### src/rtl/swlp_pkg.sv
`timescale 1ns / 1ps
`default_nettype none
// ----------------------------------------------------------------------------
// swlp_pkg: shared types and constants
// Window size, widths, controller states and the controller/datapath
// command and status words of the latency percentile tracker.
// ----------------------------------------------------------------------------
package swlp_pkg;

  // window and field sizes
  localparam int unsigned WINDOW_DEPTH = 100;
  localparam int unsigned DATA_W       = 32;
  localparam int unsigned FILL_W       = 7;
  localparam int unsigned ADDR_W       = $clog2(WINDOW_DEPTH);
  localparam int unsigned CNT_W        = $clog2(WINDOW_DEPTH + 1);

  // percentile steps over a base of one hundred
  localparam int unsigned PCT_BASE = 100;
  localparam int unsigned PCT_95   = 95;
  localparam int unsigned PCT_99   = 99;
  localparam int unsigned REM_W    = $clog2(2 * PCT_BASE);

  // controller states
  typedef enum logic [3:0] {
    S_IDLE,
    S_REM_INIT,
    S_REM,
    S_INS_INIT,
    S_INS,
    S_INS_ZERO,
    S_STEP,
    S_RD95,
    S_RD99,
    S_GET99,
    S_DONE
  } state_t;

  // commands from controller to datapath
  typedef struct packed {
    logic load;
    logic rem_init;
    logic rem_run;
    logic ins_init;
    logic ins_run;
    logic ins_zero;
    logic step;
    logic rd95;
    logic rd99;
    logic get99;
    logic out_load;
  } dp_cmd_t;

  // status from datapath to controller
  typedef struct packed {
    logic full;
    logic rem_last;
    logic ins_stop;
    logic ins_bottom;
    logic ins_empty;
    logic out_free;
  } dp_status_t;

endpackage

`default_nettype wire

### src/rtl/swlp_ctrl.sv
`timescale 1ns / 1ps
`default_nettype none
// ----------------------------------------------------------------------------
// swlp_ctrl: sequencer
// Steps each sample word through oldest-entry removal when the window is full, sorted insertion,
// count update and the two percentile reads.
// ----------------------------------------------------------------------------
module swlp_ctrl (
  input  wire logic                 clk,
  input  wire logic                 rst,
  input  wire logic                 in_valid,
  output logic                      in_ready,
  input  wire swlp_pkg::dp_status_t status,
  output swlp_pkg::dp_cmd_t         cmd
);

  import swlp_pkg::*;

  state_t state, state_next;
  logic   accept;

  assign in_ready = (state == S_IDLE);
  assign accept   = in_valid && in_ready;

  // state register
  always_ff @(posedge clk) begin
    if (rst) begin
      state <= S_IDLE;
    end else begin
      state <= state_next;
    end
  end

  // next state
  always_comb begin
    state_next = state;
    case (state)
      S_IDLE: begin
        if (accept) begin
          state_next = status.full ? S_REM_INIT : S_INS_INIT;
        end
      end
      S_REM_INIT: state_next = S_REM;
      S_REM: begin
        if (status.rem_last) begin
          state_next = S_INS_INIT;
        end
      end
      S_INS_INIT: state_next = status.ins_empty ? S_INS_ZERO : S_INS;
      S_INS: begin
        if (status.ins_stop) begin
          state_next = S_STEP;
        end else if (status.ins_bottom) begin
          state_next = S_INS_ZERO;
        end
      end
      S_INS_ZERO: state_next = S_STEP;
      S_STEP:     state_next = S_RD95;
      S_RD95:     state_next = S_RD99;
      S_RD99:     state_next = S_GET99;
      S_GET99:    state_next = S_DONE;
      S_DONE: begin
        if (status.out_free) begin
          state_next = S_IDLE;
        end
      end
      default:    state_next = S_IDLE;
    endcase
  end

  // command outputs
  always_comb begin
    cmd          = '0;
    cmd.load     = accept;
    cmd.rem_init = (state == S_REM_INIT);
    cmd.rem_run  = (state == S_REM);
    cmd.ins_init = (state == S_INS_INIT);
    cmd.ins_run  = (state == S_INS);
    cmd.ins_zero = (state == S_INS_ZERO);
    cmd.step     = (state == S_STEP);
    cmd.rd95     = (state == S_RD95);
    cmd.rd99     = (state == S_RD99);
    cmd.get99    = (state == S_GET99);
    cmd.out_load = (state == S_DONE) && status.out_free;
  end

  // an accepted word always starts a sequence
  a_accept_starts: assert property (@(posedge clk) disable iff (rst)
    accept |=> (state == S_REM_INIT || state == S_INS_INIT))
    else $error("accepted word did not start processing");

  // loading the result ends the sequence
  a_load_ends: assert property (@(posedge clk) disable iff (rst)
    cmd.out_load |=> in_ready)
    else $error("sequencer not idle after result load");

endmodule

`default_nettype wire

### config.mk
export PLATFORM = sky130hd
export DESIGN_NAME = swlp_ctrl
export DESIGN_NICKNAME = d
export VERILOG_FILES = /design/src/rtl/swlp_pkg.sv /design/src/rtl/swlp_ctrl.sv
export SDC_FILE = /design/constraint.sdc
export NUM_CORES = 1
export LEC_CHECK = 0
export BUFFER_PORTS_ARGS = -buffer_cell sky130_fd_sc_hd__buf_2
export CAP_MARGIN = 30
export CELL_PAD_IN_SITES_DETAIL_PLACEMENT = 1
export CELL_PAD_IN_SITES_GLOBAL_PLACEMENT = 2
export CORE_AREA = 2 2 50 52
export CTS_CLUSTER_DIAMETER = 200
export DETAILED_ROUTE_END_ITERATION = 6
export DIE_AREA = 0 0 52 54
export PLACE_DENSITY = 0.67
export SYNTH_ARGS = -nofsm -noshare
export SYNTH_HDL_FRONTEND = slang
export SYNTH_SLANG_ARGS = --single-unit
### constraint.sdc
create_clock -name clk -period 1.3 [get_ports clk]
set_input_delay 0.325 -clock clk [delete_from_list [all_inputs] [get_ports clk]]
set_output_delay 0.325 -clock clk [all_outputs]
set_load 0.01 [all_outputs]
# Word level (Yosys, flattened, before mapping)

Cells that the tools add are included.

Eq/ne operators: 14
Multiplexer cells: 8
Reductions and logical operators: 4

Operators by type and width:

| cell                                                            | number |
|---|---|
| 4-bit case mux with 11 select lines                             | 1 |
| 4-bit 2-to-1 mux                                                | 5 |
| 4-bit by 3-bit == test with 1-bit output, second input constant | 4 |
| 4-bit == test, second input constant                            | 3 |
| 4-bit by 2-bit == test with 1-bit output, second input constant | 2 |
| 4-bit by 1-bit == test with 1-bit output, second input constant | 1 |
| 4-bit logical NOT                                               | 1 |
| 2-bit != test, second input constant                            | 2 |
| 4-bit AND reduction                                             | 1 |
| 3-bit != test, second input constant                            | 1 |
| 1-bit logical AND                                               | 2 |
| 2-bit 2-to-1 mux                                                | 1 |
| 2-bit by 1-bit != test with 1-bit output, second input constant | 1 |
| 1-bit 2-to-1 mux                                                | 1 |

Register bits: 4
Input bits: 9
Output and inout port bits: 12
Logic and storage cells: 27

# Depth between registers and ports, before layout

Gate-level depths: netlist of run 1.

Depth after elaboration: 4
Gate-level depth with buffers: 5
Depth with buffers taken out: 4

# Worst setup path after synthesis of run 1

No wires, ideal clock.

Kind: flip-flop to output port
Start point: register state[0]
End point: output port cmd[10] (netlist bit)
Data arrival time: 1.100 ns
Data required time: 0.975 ns
Setup slack: -0.125 ns
Cell stages (with the launch flop): 5
Buffers on the path: 2
Path through: dfxtp_1 -> buf_4 -> nor4_4 -> and2_1 -> buf_4

Longest elaborated chain between the ends: 2

RTL lines:

| what                   | RTL line        | RTL |
|---|---|---|
| from (decl)            | swlp_ctrl.sv:19 | `state_t state, state_next;` |
| from (signal assigned) | swlp_ctrl.sv:30 | `state <= state_next;` |
| 4-bit logical NOT      | swlp_ctrl.sv:22 | `assign in_ready = (state == S_IDLE);` |
| named net in_ready     | swlp_ctrl.sv:12 | `output logic in_ready,` |
| 1-bit logical AND      | swlp_ctrl.sv:23 | `assign accept = in_valid && in_ready;` |
| to (decl)              | swlp_ctrl.sv:14 | `output swlp_pkg::dp_cmd_t cmd` |

The timed path passes the listed nets, and every way through them passes these cells.

==> out/results.md, run 1 <==
| Step | Metric | Reported |
| --- | --- | --- |
| global routing | Total GRT Usage | 11.8% |
| job | Number of max-cap violations | 0 |
| critical path | Launch point of the worst reg-to-reg path | state[1] |
| clock network | Deepest clock path buffer count | 2 |
| min path | Class of the tightest hold or removal check | in2reg |
| pwr | Cell Int Power | 0.828 mW |
| timing | Transition time at the pin with the least slew margin | 0.250 ns |
| final layout | Filler instances | 289 |
| global routing | Wire length of the first global-routing pass | 2.45 mm |
| global routing | Global route total overflow | 0 |
| critical path | Launch point of the critical path | state[0] |
| timing | Final-layout setup total negative slack | -1.75 ns |
| final layout | Most frequent standard cell in the layout excluding fill and tap cells | sky130_fd_sc_hd__buf_2 |
| final layout | Most used cells in the layout excluding fill and tap cells | sky130_fd_sc_hd__buf_2 (19), sky130_fd_sc_hd__buf_4 (14), sky130_fd_sc_hd__nor2_1 (6) |
| floorplan | Floorplan die height | 54 µm |
| timing | Highest Clock Rate | 654 MHz |
| clock network | Clock buffer count from CTS | 3 |
| floorplan | Placeable core area | 2320 µm² |
| critical path | WP depth | 4 |
| detailed routing | Vias | 526 |
| logic synthesis | Post-synthesis instance total | 56 |
| detailed routing | DRC violation count after routing | 0 |
| logic synthesis | Number of nets produced by synthesis | 65 |
| pwr | P_sw | 0.618 mW |
| timing | PnR worst setup slack | -0.228 ns |
| logic synthesis | Prevailing post-synth register cell | sky130_fd_sc_hd__dfxtp_1 |
| pwr | Power density relative to cell area | 1940 nW/µm² |
| pwr | Proportion of power drawn by the clock network | 11.1% |
| critical path | Worst Reg-to-Reg Cells | 6 |
| place | Worst slack at placement | -0.0287 ns |
| final layout | Final layout net count | 103 |
| critical path | Crit path buffers/inverters | 2 |
| critical path | Capturing element type of the critical path | output pin |
| timing | Final setup skew | 0.00630 ns |
| timing | Post-route minimum period | 1.53 ns |
| detailed routing | Final wirelength | 1.53 mm |
| global routing | Initial antenna violation count | 0 |
| logic synthesis | EDFF count, synth | 0 |
| final layout | Max FFs per register | 4 |
| final layout | Layout cell share with drive strength beyond 1 | 59.8% |
| timing | Hold violation total from the final report | 0 |
| critical path | Type of element launching the critical path | flop |
| detailed routing | DR vias/cell | 4.31 |
| logic synthesis | Count of state elements after synthesis | 4 |
| pwr | Reg power frac | 18.5% |
| critical path | FF-to-FF setup slack | -0.05 ns |
| pwr | Comb power frac | 70.4% |
| logic synthesis | Sequential area share after synthesis | 19.8% |
| timing | RSZ-0062 raised after global routing | true |
| pwr | Final Power | 1.45 mW |
| final layout | Largest reg by FF count | state |
| clock network | CTS tree | yes |
| critical path | Data arrival at the endpoint of the critical path | 1.20 ns |
| critical path | Crit path to | cmd[10] |
| critical path | Crit Path Max Fanout | 5 |
| timing | Final Max Tran Viols | 0 |
| floorplan | Area enclosed by the die boundary | 2810 µm² |
| place | Post-detail-place hpwl | 1.06 mm |
| detailed routing | Average wire length per cell after detail routing | 12.5 µm |
| timing | Hold slack | 0.346 ns |
| timing | Final setup violation count | 13 |
| place | Number of buffers added on ports | 20 |
| detailed routing | Detailed-router iteration count before antenna repair | 2 |
| global routing | Number of global-route vias before repair | 565 |
| detailed routing | Post-route ant nets | 0 |
| final layout | Non-filler instance count after layout | 122 |
| place | Placer Congestion | 0.666 |
| status | Failing checks | negative setup slack |
| critical path | Slowest-stage cell, CP | sky130_fd_sc_hd__dfxtp_4 |
| critical path | Largest stage delay, worst path | 0.35 ns |
| final layout | Syn-to-layout area delta | 84.0% |
| timing | Max-slew headroom at the worst pin | 83.3% |
| clock network | Clk Tree Root Cell | sky130_fd_sc_hd__clkbuf_4 |
| critical path | Cell breakdown of the critical path | buf_6, nor4_4, and2_1, buf_2 |
| clock network | CTS Sinks | 4 |
| clock network | H-tree lvl count | 1 |
| critical path | Worst reg2reg endpoint | state[1] |
| clock network | Clock latency on the worst-skew pair | 0.24 ns |
| timing | Period utilization | 118% |
| critical path | CP top delay family | simple AND/OR/NAND/NOR gates |
| logic synthesis | Yosys warns | 0 |
| logic synthesis | Count of different cell masters after synthesis | 25 |
| clock network | Clock Pin Slew Worst Setup and Hold Paths | 0.04 ns |
| final layout | Number of antenna diodes | 0 |
| floorplan | Count of boundary I/O pins | 21 |
| status | Outcome | finished with violations |
| logic synthesis | Fraction of registers with async set or reset after synthesis | 0% |
| final layout | Largest registers | state x4 |
| pwr | VDD IR max | 433 µV |
| critical path | WS Path Type | reg2out |
| floorplan | Overall die width | 52 µm |
| floorplan | Site Rows | 18 |
| detailed routing | Initial detailed-routing violation count | 1 |
| logic synthesis | Netlist Area Pre-Place | 405 µm² |
| pwr | Static leakage power | 0.348 nW |
| global routing | Maximum number of pins on one net before global-route repair | 10 |
| critical path | Required time at the worst-slack endpoint | 0.98 ns |
| logic synthesis | Synth Area per Inst | 7.24 µm² |
| floorplan | Initial standard-cell utilization of the core | 17.5% |
| place | Placed cell count | 110 |
| pwr | Fraction of power spent switching nets | 42.7% |
-- cells in the mapped netlist (all sizes together) (2+ instances only) --
library cell	number	area [µm²]
and2	2	12.5
buf	5	41.3
dfxtp	4	80.1
inv	4	15.0
nand2	4	15.0
nand2b	3	18.8
nor2	7	26.3
nor2b	3	18.8
nor3	8	50.1
o21ai	3	15.0
-- kinds of logic after synthesis --
logic type	Yosys count	share of synthesized area (%)
and+or+nand+nor	31	45.4
AOI/OAI and AO/OA	11	18.8
buffers and inverters	9	13.9
xor gates and xnor gates	1	2.16
DFF	4	19.8
-- per-stage QoR --
stage               area [µm²]  util (%)
floorplan                  414         -
global placement           571      24.6
detailed placement         571      24.6
CTS                        713      30.7
global route               746      32.1
finish                     746      32.1
-- layer usage --
layer / part of all wire [%] / track usage (%)
met1: 37 / 11.6
met5: 0 / 0
met2: 59 / 25.3
met3: 3.7 / 1.11
met4: 0 / 3.95
-- worst min-delay path by stage --
stage,startpoint,end,slack [ns],cells past startpoint
after global routing,rst,state[2],0.35,2
after global placement,rst,state[3],0.56,2
after floorplan,rst,state[3],0.39,1
final,rst,state[3],0.35,2
after detailed placement,rst,state[3],0.56,2
after CTS,rst,state[3],0.31,2
-- power groups by stage --
stage / registers (mW) / logic [mW] / clock network (mW)
finish: 0.268 / 1.02 / 0.160
global route: 0.281 / 1.12 / 0.174
CTS: 0.279 / 0.919 / 0.164
detailed placement: 0.237 / 0.761 / 0
global placement: 0.240 / 0.747 / 0
floorplan: 0.201 / 0.531 / 0
-- worst register-to-register path, delay by kind of cell, from the launching register on --
kind | cells | cell delay (ns)
AO/OA/AOI/OAI | 3 | 0.52
buffers and inverters | 2 | 0.24
flip-flops | 1 | 0.35
AND/OR/NAND/NOR | 1 | 0.13
-- repair_timing --
item                                    4_1_cts  5_1_grt
hold buffers                                  0        0
endpoints found under the setup margin       13       14
gates resized for setup                      18        6
pin swaps                                     7        7
setup buffers                                 7        4
-- final cells by class --
| class | instances | area [µm²] | area share [%] |
|---|---|---|---|
| Inverter | 4 | 15.0 | 2.01 |
| Clock buffer | 3 | 22.5 | 3.02 |
| Multi-Input combinational cell | 43 | 319 | 42.8 |
| Timing Repair Buffer | 38 | 256 | 34.4 |
| Sequential cell | 4 | 95.1 | 12.8 |
| Tap cell | 30 | 37.5 | 5.03 |
Note: power is estimated with default switching activity, not from simulation.
==> run 2, diff against run 1 <==
ABC_CLOCK_PERIOD_IN_PS = 1300   (was default)
BUFFER_PORTS_ARGS = default   (was -buffer_cell sky130_fd_sc_hd__buf_2)
CORE_AREA = 2 2 44 46   (was 2 2 50 52)
DIE_AREA = 0 0 46 48   (was 0 0 52 54)
DONT_BUFFER_PORTS = 1   (was default)
PLACE_DENSITY = 0.63   (was 0.67)
==> run 2 against run 1 <==
  * The flow still finishes with violations (negative setup slack)
  * Critical endpoint unchanged
  * Largest cell class unchanged
  * Clock skew about the same
  * Clock power about the same
  * Non-clock buffer count down 8
  * Design area up 13%
  * Clock-buffer cell count unchanged
  * Combinational power up 44%
  * Fmax up 0.70%
  * Via count down 4.0%
  * Die area down 21%
  * Worst setup slack better by 0.011 ns
==> out/results.md, run 2 (synthesized netlist as in run 1, its figures left out) <==
| Step | Metric | Reported |
| --- | --- | --- |
| min path | Class of the tightest hold or removal check | in2reg |
| min path | Hold Path Cell Cnt | 1 |
| floorplan | Overall die width | 46 µm |
| timing | Transition time at the pin with the least slew margin | 0.226 ns |
| global routing | Total GRT Usage | 15.3% |
| detailed routing | Post-route ant nets | 0 |
| global routing | Initial antenna violation count | 0 |
| global routing | Global route total overflow | 0 |
| final layout | Largest reg by FF count | state |
| global routing | Maximum number of pins on one net before global-route repair | 12 |
| timing | Final Max Tran Viols | 0 |
| pwr | Power density relative to cell area | 2250 nW/µm² |
| critical path | FF-to-FF setup slack | -0.04 ns |
| final layout | Most frequent standard cell in the layout excluding fill and tap cells | sky130_fd_sc_hd__buf_6 |
| timing | Final setup violation count | 13 |
| place | Placer Congestion | 0.710 |
| critical path | Crit Path Max Fanout | 5 |
| status | Outcome | finished with violations |
| critical path | Launch point of the worst reg-to-reg path | state[0] |
| critical path | Crit path buffers/inverters | 1 |
| job | Number of max-cap violations | 0 |
| clock network | CTS tree | yes |
| status | Failing checks | negative setup slack |
| pwr | VDD IR max | 886 µV |
| detailed routing | Detailed-router iteration count before antenna repair | 3 |
| critical path | Slowest-stage cell, CP | sky130_fd_sc_hd__dfxtp_4 |
| floorplan | Placeable core area | 1690 µm² |
| floorplan | Floorplan die height | 48 µm |
| critical path | Cell breakdown of the critical path | buf_6, nor4_4, and2_4 |
| pwr | Final Power | 1.89 mW |
| timing | Hold violation total from the final report | 0 |
| timing | Post-route minimum period | 1.52 ns |
| timing | Hold slack | 0.152 ns |
| timing | PnR worst setup slack | -0.218 ns |
| floorplan | Initial standard-cell utilization of the core | 24.0% |
| global routing | Number of global-route vias before repair | 509 |
| detailed routing | DRC violation count after routing | 0 |
| pwr | Static leakage power | 0.351 nW |
| clock network | Clock latency on the worst-skew pair | 0.24 ns |
| clock network | CTS Sinks | 4 |
| min path | Hold-critical path endpoint | state[3] |
| clock network | Clk Tree Root Cell | sky130_fd_sc_hd__clkbuf_4 |
| critical path | Capturing element type of the critical path | output pin |
| critical path | Worst reg2reg endpoint | state[0] |
| final layout | Final layout net count | 95 |
| detailed routing | DR vias/cell | 5.00 |
| critical path | Worst Reg-to-Reg Cells | 6 |
| detailed routing | Vias | 505 |
| critical path | Largest stage delay, worst path | 0.36 ns |
| final layout | Most used cells in the layout excluding fill and tap cells | sky130_fd_sc_hd__buf_6 (15), sky130_fd_sc_hd__buf_4 (13), sky130_fd_sc_hd__nor3_4 (5) |
| place | Post-detail-place hpwl | 1.01 mm |
| critical path | Type of element launching the critical path | flop |
| critical path | CP top delay family | simple AND/OR/NAND/NOR gates |
| timing | Highest Clock Rate | 659 MHz |
| final layout | Max FFs per register | 4 |
| final layout | Syn-to-layout area delta | 107% |
| clock network | H-tree lvl count | 1 |
| floorplan | Area enclosed by the die boundary | 2210 µm² |
| final layout | Largest registers | state x4 |
| detailed routing | Final wirelength | 1.55 mm |
| clock network | Clock buffer count from CTS | 3 |
| timing | Max-slew headroom at the worst pin | 84.8% |
| detailed routing | Average wire length per cell after detail routing | 15.3 µm |
| global routing | Wire length of the first global-routing pass | 2.37 mm |
| detailed routing | Initial detailed-routing violation count | 4 |
| timing | RSZ-0062 raised after global routing | true |
| clock network | Deepest clock path buffer count | 2 |
| floorplan | Count of boundary I/O pins | 21 |
| critical path | WS Path Type | reg2out |
| min path | Hold_sp | rst |
| clock network | Clock Pin Slew Worst Setup and Hold Paths | 0.04 ns |
| timing | Period utilization | 117% |
| final layout | Layout cell share with drive strength beyond 1 | 66.7% |
| place | Number of buffers added on ports | 0 |
| final layout | Number of antenna diodes | 0 |
| timing | Final setup skew | 0.00646 ns |
| critical path | Required time at the worst-slack endpoint | 0.98 ns |
| critical path | Data arrival at the endpoint of the critical path | 1.19 ns |
| floorplan | Site Rows | 15 |
## run 2: per-stage QoR
| step | instance area, µm² | TNS [ns] | util [%] | worst slack, ns | cells |
|---|---|---|---|---|---|
| after global placement | 529 | 0 | 31.3 | 0.0311 | 87 |
| final | 841 | -1.58 | 49.8 | -0.218 | 101 |
| after floorplan | 414 | -0.0543 | - | -0.0543 | 56 |
| after global routing | 841 | -2.18 | 49.8 | -0.269 | 101 |
| after CTS | 714 | -1.35 | 42.3 | -0.196 | 96 |
| after detailed placement | 529 | 0 | 31.3 | 0.0332 | 87 |
## run 2: report_power, final
part           leakage [nW]  switching (mW)  internal, mW
sequential           0.0356          0.0784         0.188
clock                0.0138          0.0581         0.104
combinational         0.302           0.631         0.836
## run 2: routing by layer
layer  global-route usage (%)  up-vias  wire length [µm]
met5                        0        -                 0
met4                     3.43        0                 0
met3                     4.53        0                65
met2                     28.3       11               887
met1                     17.1      244               592
li1                         -      250                 -
## run 2: cell type report
type,count,area (µm²)
Fill cell,192,848
Multi-Input combinational cell,43,385
Timing Repair Buffer,30,302
Sequential cell,4,95.1
Clock buffer,3,22.5
Tap cell,17,21.3
Inverter,4,15.0
## run 2: how the worst max path moves through the flow
stage,start,endpoint,cells past startpoint
2_1_floorplan,state[3],cmd[10],4
3_5_place_dp,state[2],cmd[9],4
3_3_place_gp,state[1],cmd[6],4
5_1_grt,state[0],cmd[10],3
6_report,state[0],cmd[10],3
4_1_cts,state[2],cmd[10],3
## run 2: timing repair
| action | in CTS | in global routing |
|---|---|---|
| hold buffers | 0 | 0 |
| setup buffers | 6 | 5 |
| resized for setup | 32 | 18 |
| setup endpoints to repair | 12 | 14 |
| pin swaps | 5 | 10 |
==> run 3, diff against run 2 <==
PLACE_DENSITY = default   (was 0.63)
PLACE_DENSITY_LB_ADDON = 0.1   (was default)
==> run 3 against run 2 <==
  * The flow still finishes with violations (negative setup slack)
  * Hold slack improved by 0.0080 ns
  * Die area did not move
  * Clock skew decreased by 0.0026 ns
  * First-iteration DRC count decreased by 25%
  * Highest routed layer unchanged
  * Combinational power down 22%
  * Via count shrank 5.5%
  * Worst setup slack gained 0.042 ns
  * Global-route usage decreased by 0.38 points
==> out/results.md, run 3 (synthesized netlist as in run 1, its figures left out) <==
| Step | Metric | Reported |
| --- | --- | --- |
| status | Outcome | finished with violations |
| status | Failing checks | negative setup slack |
| final layout | Filler instances | 200 |
| detailed routing | Average wire length per cell after detail routing | 16.1 µm |
| clock network | CTS tree | yes |
| global routing | Wire length of the first global-routing pass | 2.28 mm |
| timing | Final setup skew | 0.00390 ns |
| final layout | Number of antenna diodes | 0 |
| critical path | Crit Path Max Fanout | 4 |
| timing | Transition time at the pin with the least slew margin | 0.295 ns |
| detailed routing | Vias | 477 |
| place | Post-detail-place hpwl | 1.12 mm |
| final layout | Largest registers | state x4 |
| clock network | Clock Pin Slew Worst Setup and Hold Paths | 0.04 ns |
| timing | Final setup violation count | 11 |
| critical path | Required time at the worst-slack endpoint | 0.98 ns |
| clock network | Clock buffer count from CTS | 3 |
| final layout | Largest reg by FF count | state |
| global routing | Initial antenna violation count | 0 |
| clock network | H-tree lvl count | 1 |
| floorplan | Area enclosed by the die boundary | 2210 µm² |
| timing | Hold slack | 0.160 ns |
| final layout | Area taken by multi-input logic gates | 367 µm² |
| timing | Post-route minimum period | 1.48 ns |
| critical path | Data arrival at the endpoint of the critical path | 1.15 ns |
| final layout | Layout cell share with drive strength beyond 1 | 58.1% |
| final layout | Most frequent standard cell in the layout excluding fill and tap cells | sky130_fd_sc_hd__buf_4 |
| floorplan | Placeable core area | 1690 µm² |
| detailed routing | Top routing layer used | met3 |
| clock network | Clock latency on the worst-skew pair | 0.23 ns |
| final layout | Syn-to-layout area delta | 70.1% |
| detailed routing | DRC violation count after routing | 0 |
| global routing | Maximum number of pins on one net before global-route repair | 11 |
| critical path | Type of element launching the critical path | flop |
| floorplan | Floorplan die height | 48 µm |
| pwr | VDD IR max | 629 µV |
| timing | RSZ-0062 raised after global routing | true |
| final layout | Most used cells in the layout excluding fill and tap cells | sky130_fd_sc_hd__buf_4 (15), sky130_fd_sc_hd__buf_6 (5) |
| final layout | Sequential cell area | 95.1 µm² |
| clock network | Clk Tree Root Cell | sky130_fd_sc_hd__clkbuf_4 |
| detailed routing | Met2 routed wirelength | 836 µm |
| timing | Final-layout setup total negative slack | -1.15 ns |
| clock network | CTS Sinks | 4 |
| critical path | Slowest-stage cell, CP | sky130_fd_sc_hd__dfxtp_4 |
| floorplan | Initial standard-cell utilization of the core | 24.0% |
| detailed routing | Final wirelength | 1.46 mm |
| final layout | Max FFs per register | 4 |
| critical path | Capturing element type of the critical path | output pin |
| timing | Max-slew headroom at the worst pin | 80.1% |
| detailed routing | Post-route ant nets | 0 |
| critical path | WS Path Type | reg2out |
| floorplan | Count of boundary I/O pins | 21 |
| final layout | Final layout net count | 85 |
| pwr | Power density relative to cell area | 2250 nW/µm² |
| floorplan | Overall die width | 46 µm |
| timing | Period utilization | 114% |
| pwr | Static leakage power | 0.273 nW |
| global routing | Total GRT Usage | 14.9% |
| critical path | Cell breakdown of the critical path | buf_6, nor4_4, and2_4 |
| min path | Class of the tightest hold or removal check | in2reg |
| place | Placer Congestion | 0.815 |
| global routing | Global route total overflow | 0 |
| floorplan | Site Rows | 15 |
| timing | Hold violation total from the final report | 0 |
| job | Number of max-cap violations | 0 |
| place | Number of buffers added on ports | 0 |
| critical path | Largest stage delay, worst path | 0.35 ns |
| detailed routing | WL met3 | 66 µm |
| timing | PnR worst setup slack | -0.176 ns |
| clock network | Deepest clock path buffer count | 2 |
| timing | Final Max Tran Viols | 0 |
| global routing | Number of global-route vias before repair | 500 |
| detailed routing | Routed metal-1 wirelength | 559 µm |
| detailed routing | DR vias/cell | 5.24 |
| timing | Highest Clock Rate | 677 MHz |
| detailed routing | Initial detailed-routing violation count | 3 |
| detailed routing | Detailed-router iteration count before antenna repair | 4 |
[run 3: cell types whose count changed in the layout (fill, tap and decap cells not counted), sizes merged]
cell / before / now
buf: 30 / 20
[run 3: cell type report]
type                       count  area share (%)
sequential                     4            13.8
tap                           17            3.09
multi-input combinational     43            53.2
clock buffer                   3            3.27
timing repair buffer          20            24.5
inverter                       4            2.18
[run 3: worst max-delay path, delay by kind of cell, from the launching register on]
kind                   cells  cell delay [ns]
AND/OR/NAND/NOR            2             0.45
flip-flops                 1             0.35
buffers and inverters      1             0.12
[run 3: routing by layer]
metal,global-route usage (%),vias to the layer above
li1,-,233
met1,15.6,227
met2,28.1,17
met3,4.91,0
met4,4.57,0
met5,0,-
[run 3: path summary, 6_finish.rpt]
path                               start        to  slack, ns  cells past startpoint
worst max register to register  state[2]  state[1]       0.06                      6
worst min-delay path                 rst  state[3]       0.16                      1
worst max-delay path            state[0]   cmd[10]      -0.18                      3
worst min register to register  state[3]  state[2]       0.69                      2
[run 3: where the power goes]
part	switching (mW)	internal [mW]	total, mW
Combinational	0.558	0.583	1.14
Sequential	0.0721	0.188	0.260
Clock	0.0472	0.103	0.150
Total	0.678	0.874	1.55
[run 3: what timing repair did]
action | CTS | global route
cloned | 0 | 0
endpoints found under the setup margin | 13 | 13
hold buffers | 0 | 0
buffers inserted | 3 | 2
pin swaps | 7 | 6
resized for setup | 27 | 6
[run 3: per-stage QoR]
stage,setup slack [ns],util [%],instance area [µm²],cells,power [mW]
floorplan,-0.0543,-,414,56,0.733
global placement,0.0204,29.6,499,83,0.972
detailed placement,-0.0180,29.6,499,83,0.992
CTS,-0.191,38.0,642,89,1.45
global route,-0.206,40.8,689,91,1.67
finish,-0.176,40.8,689,91,1.55
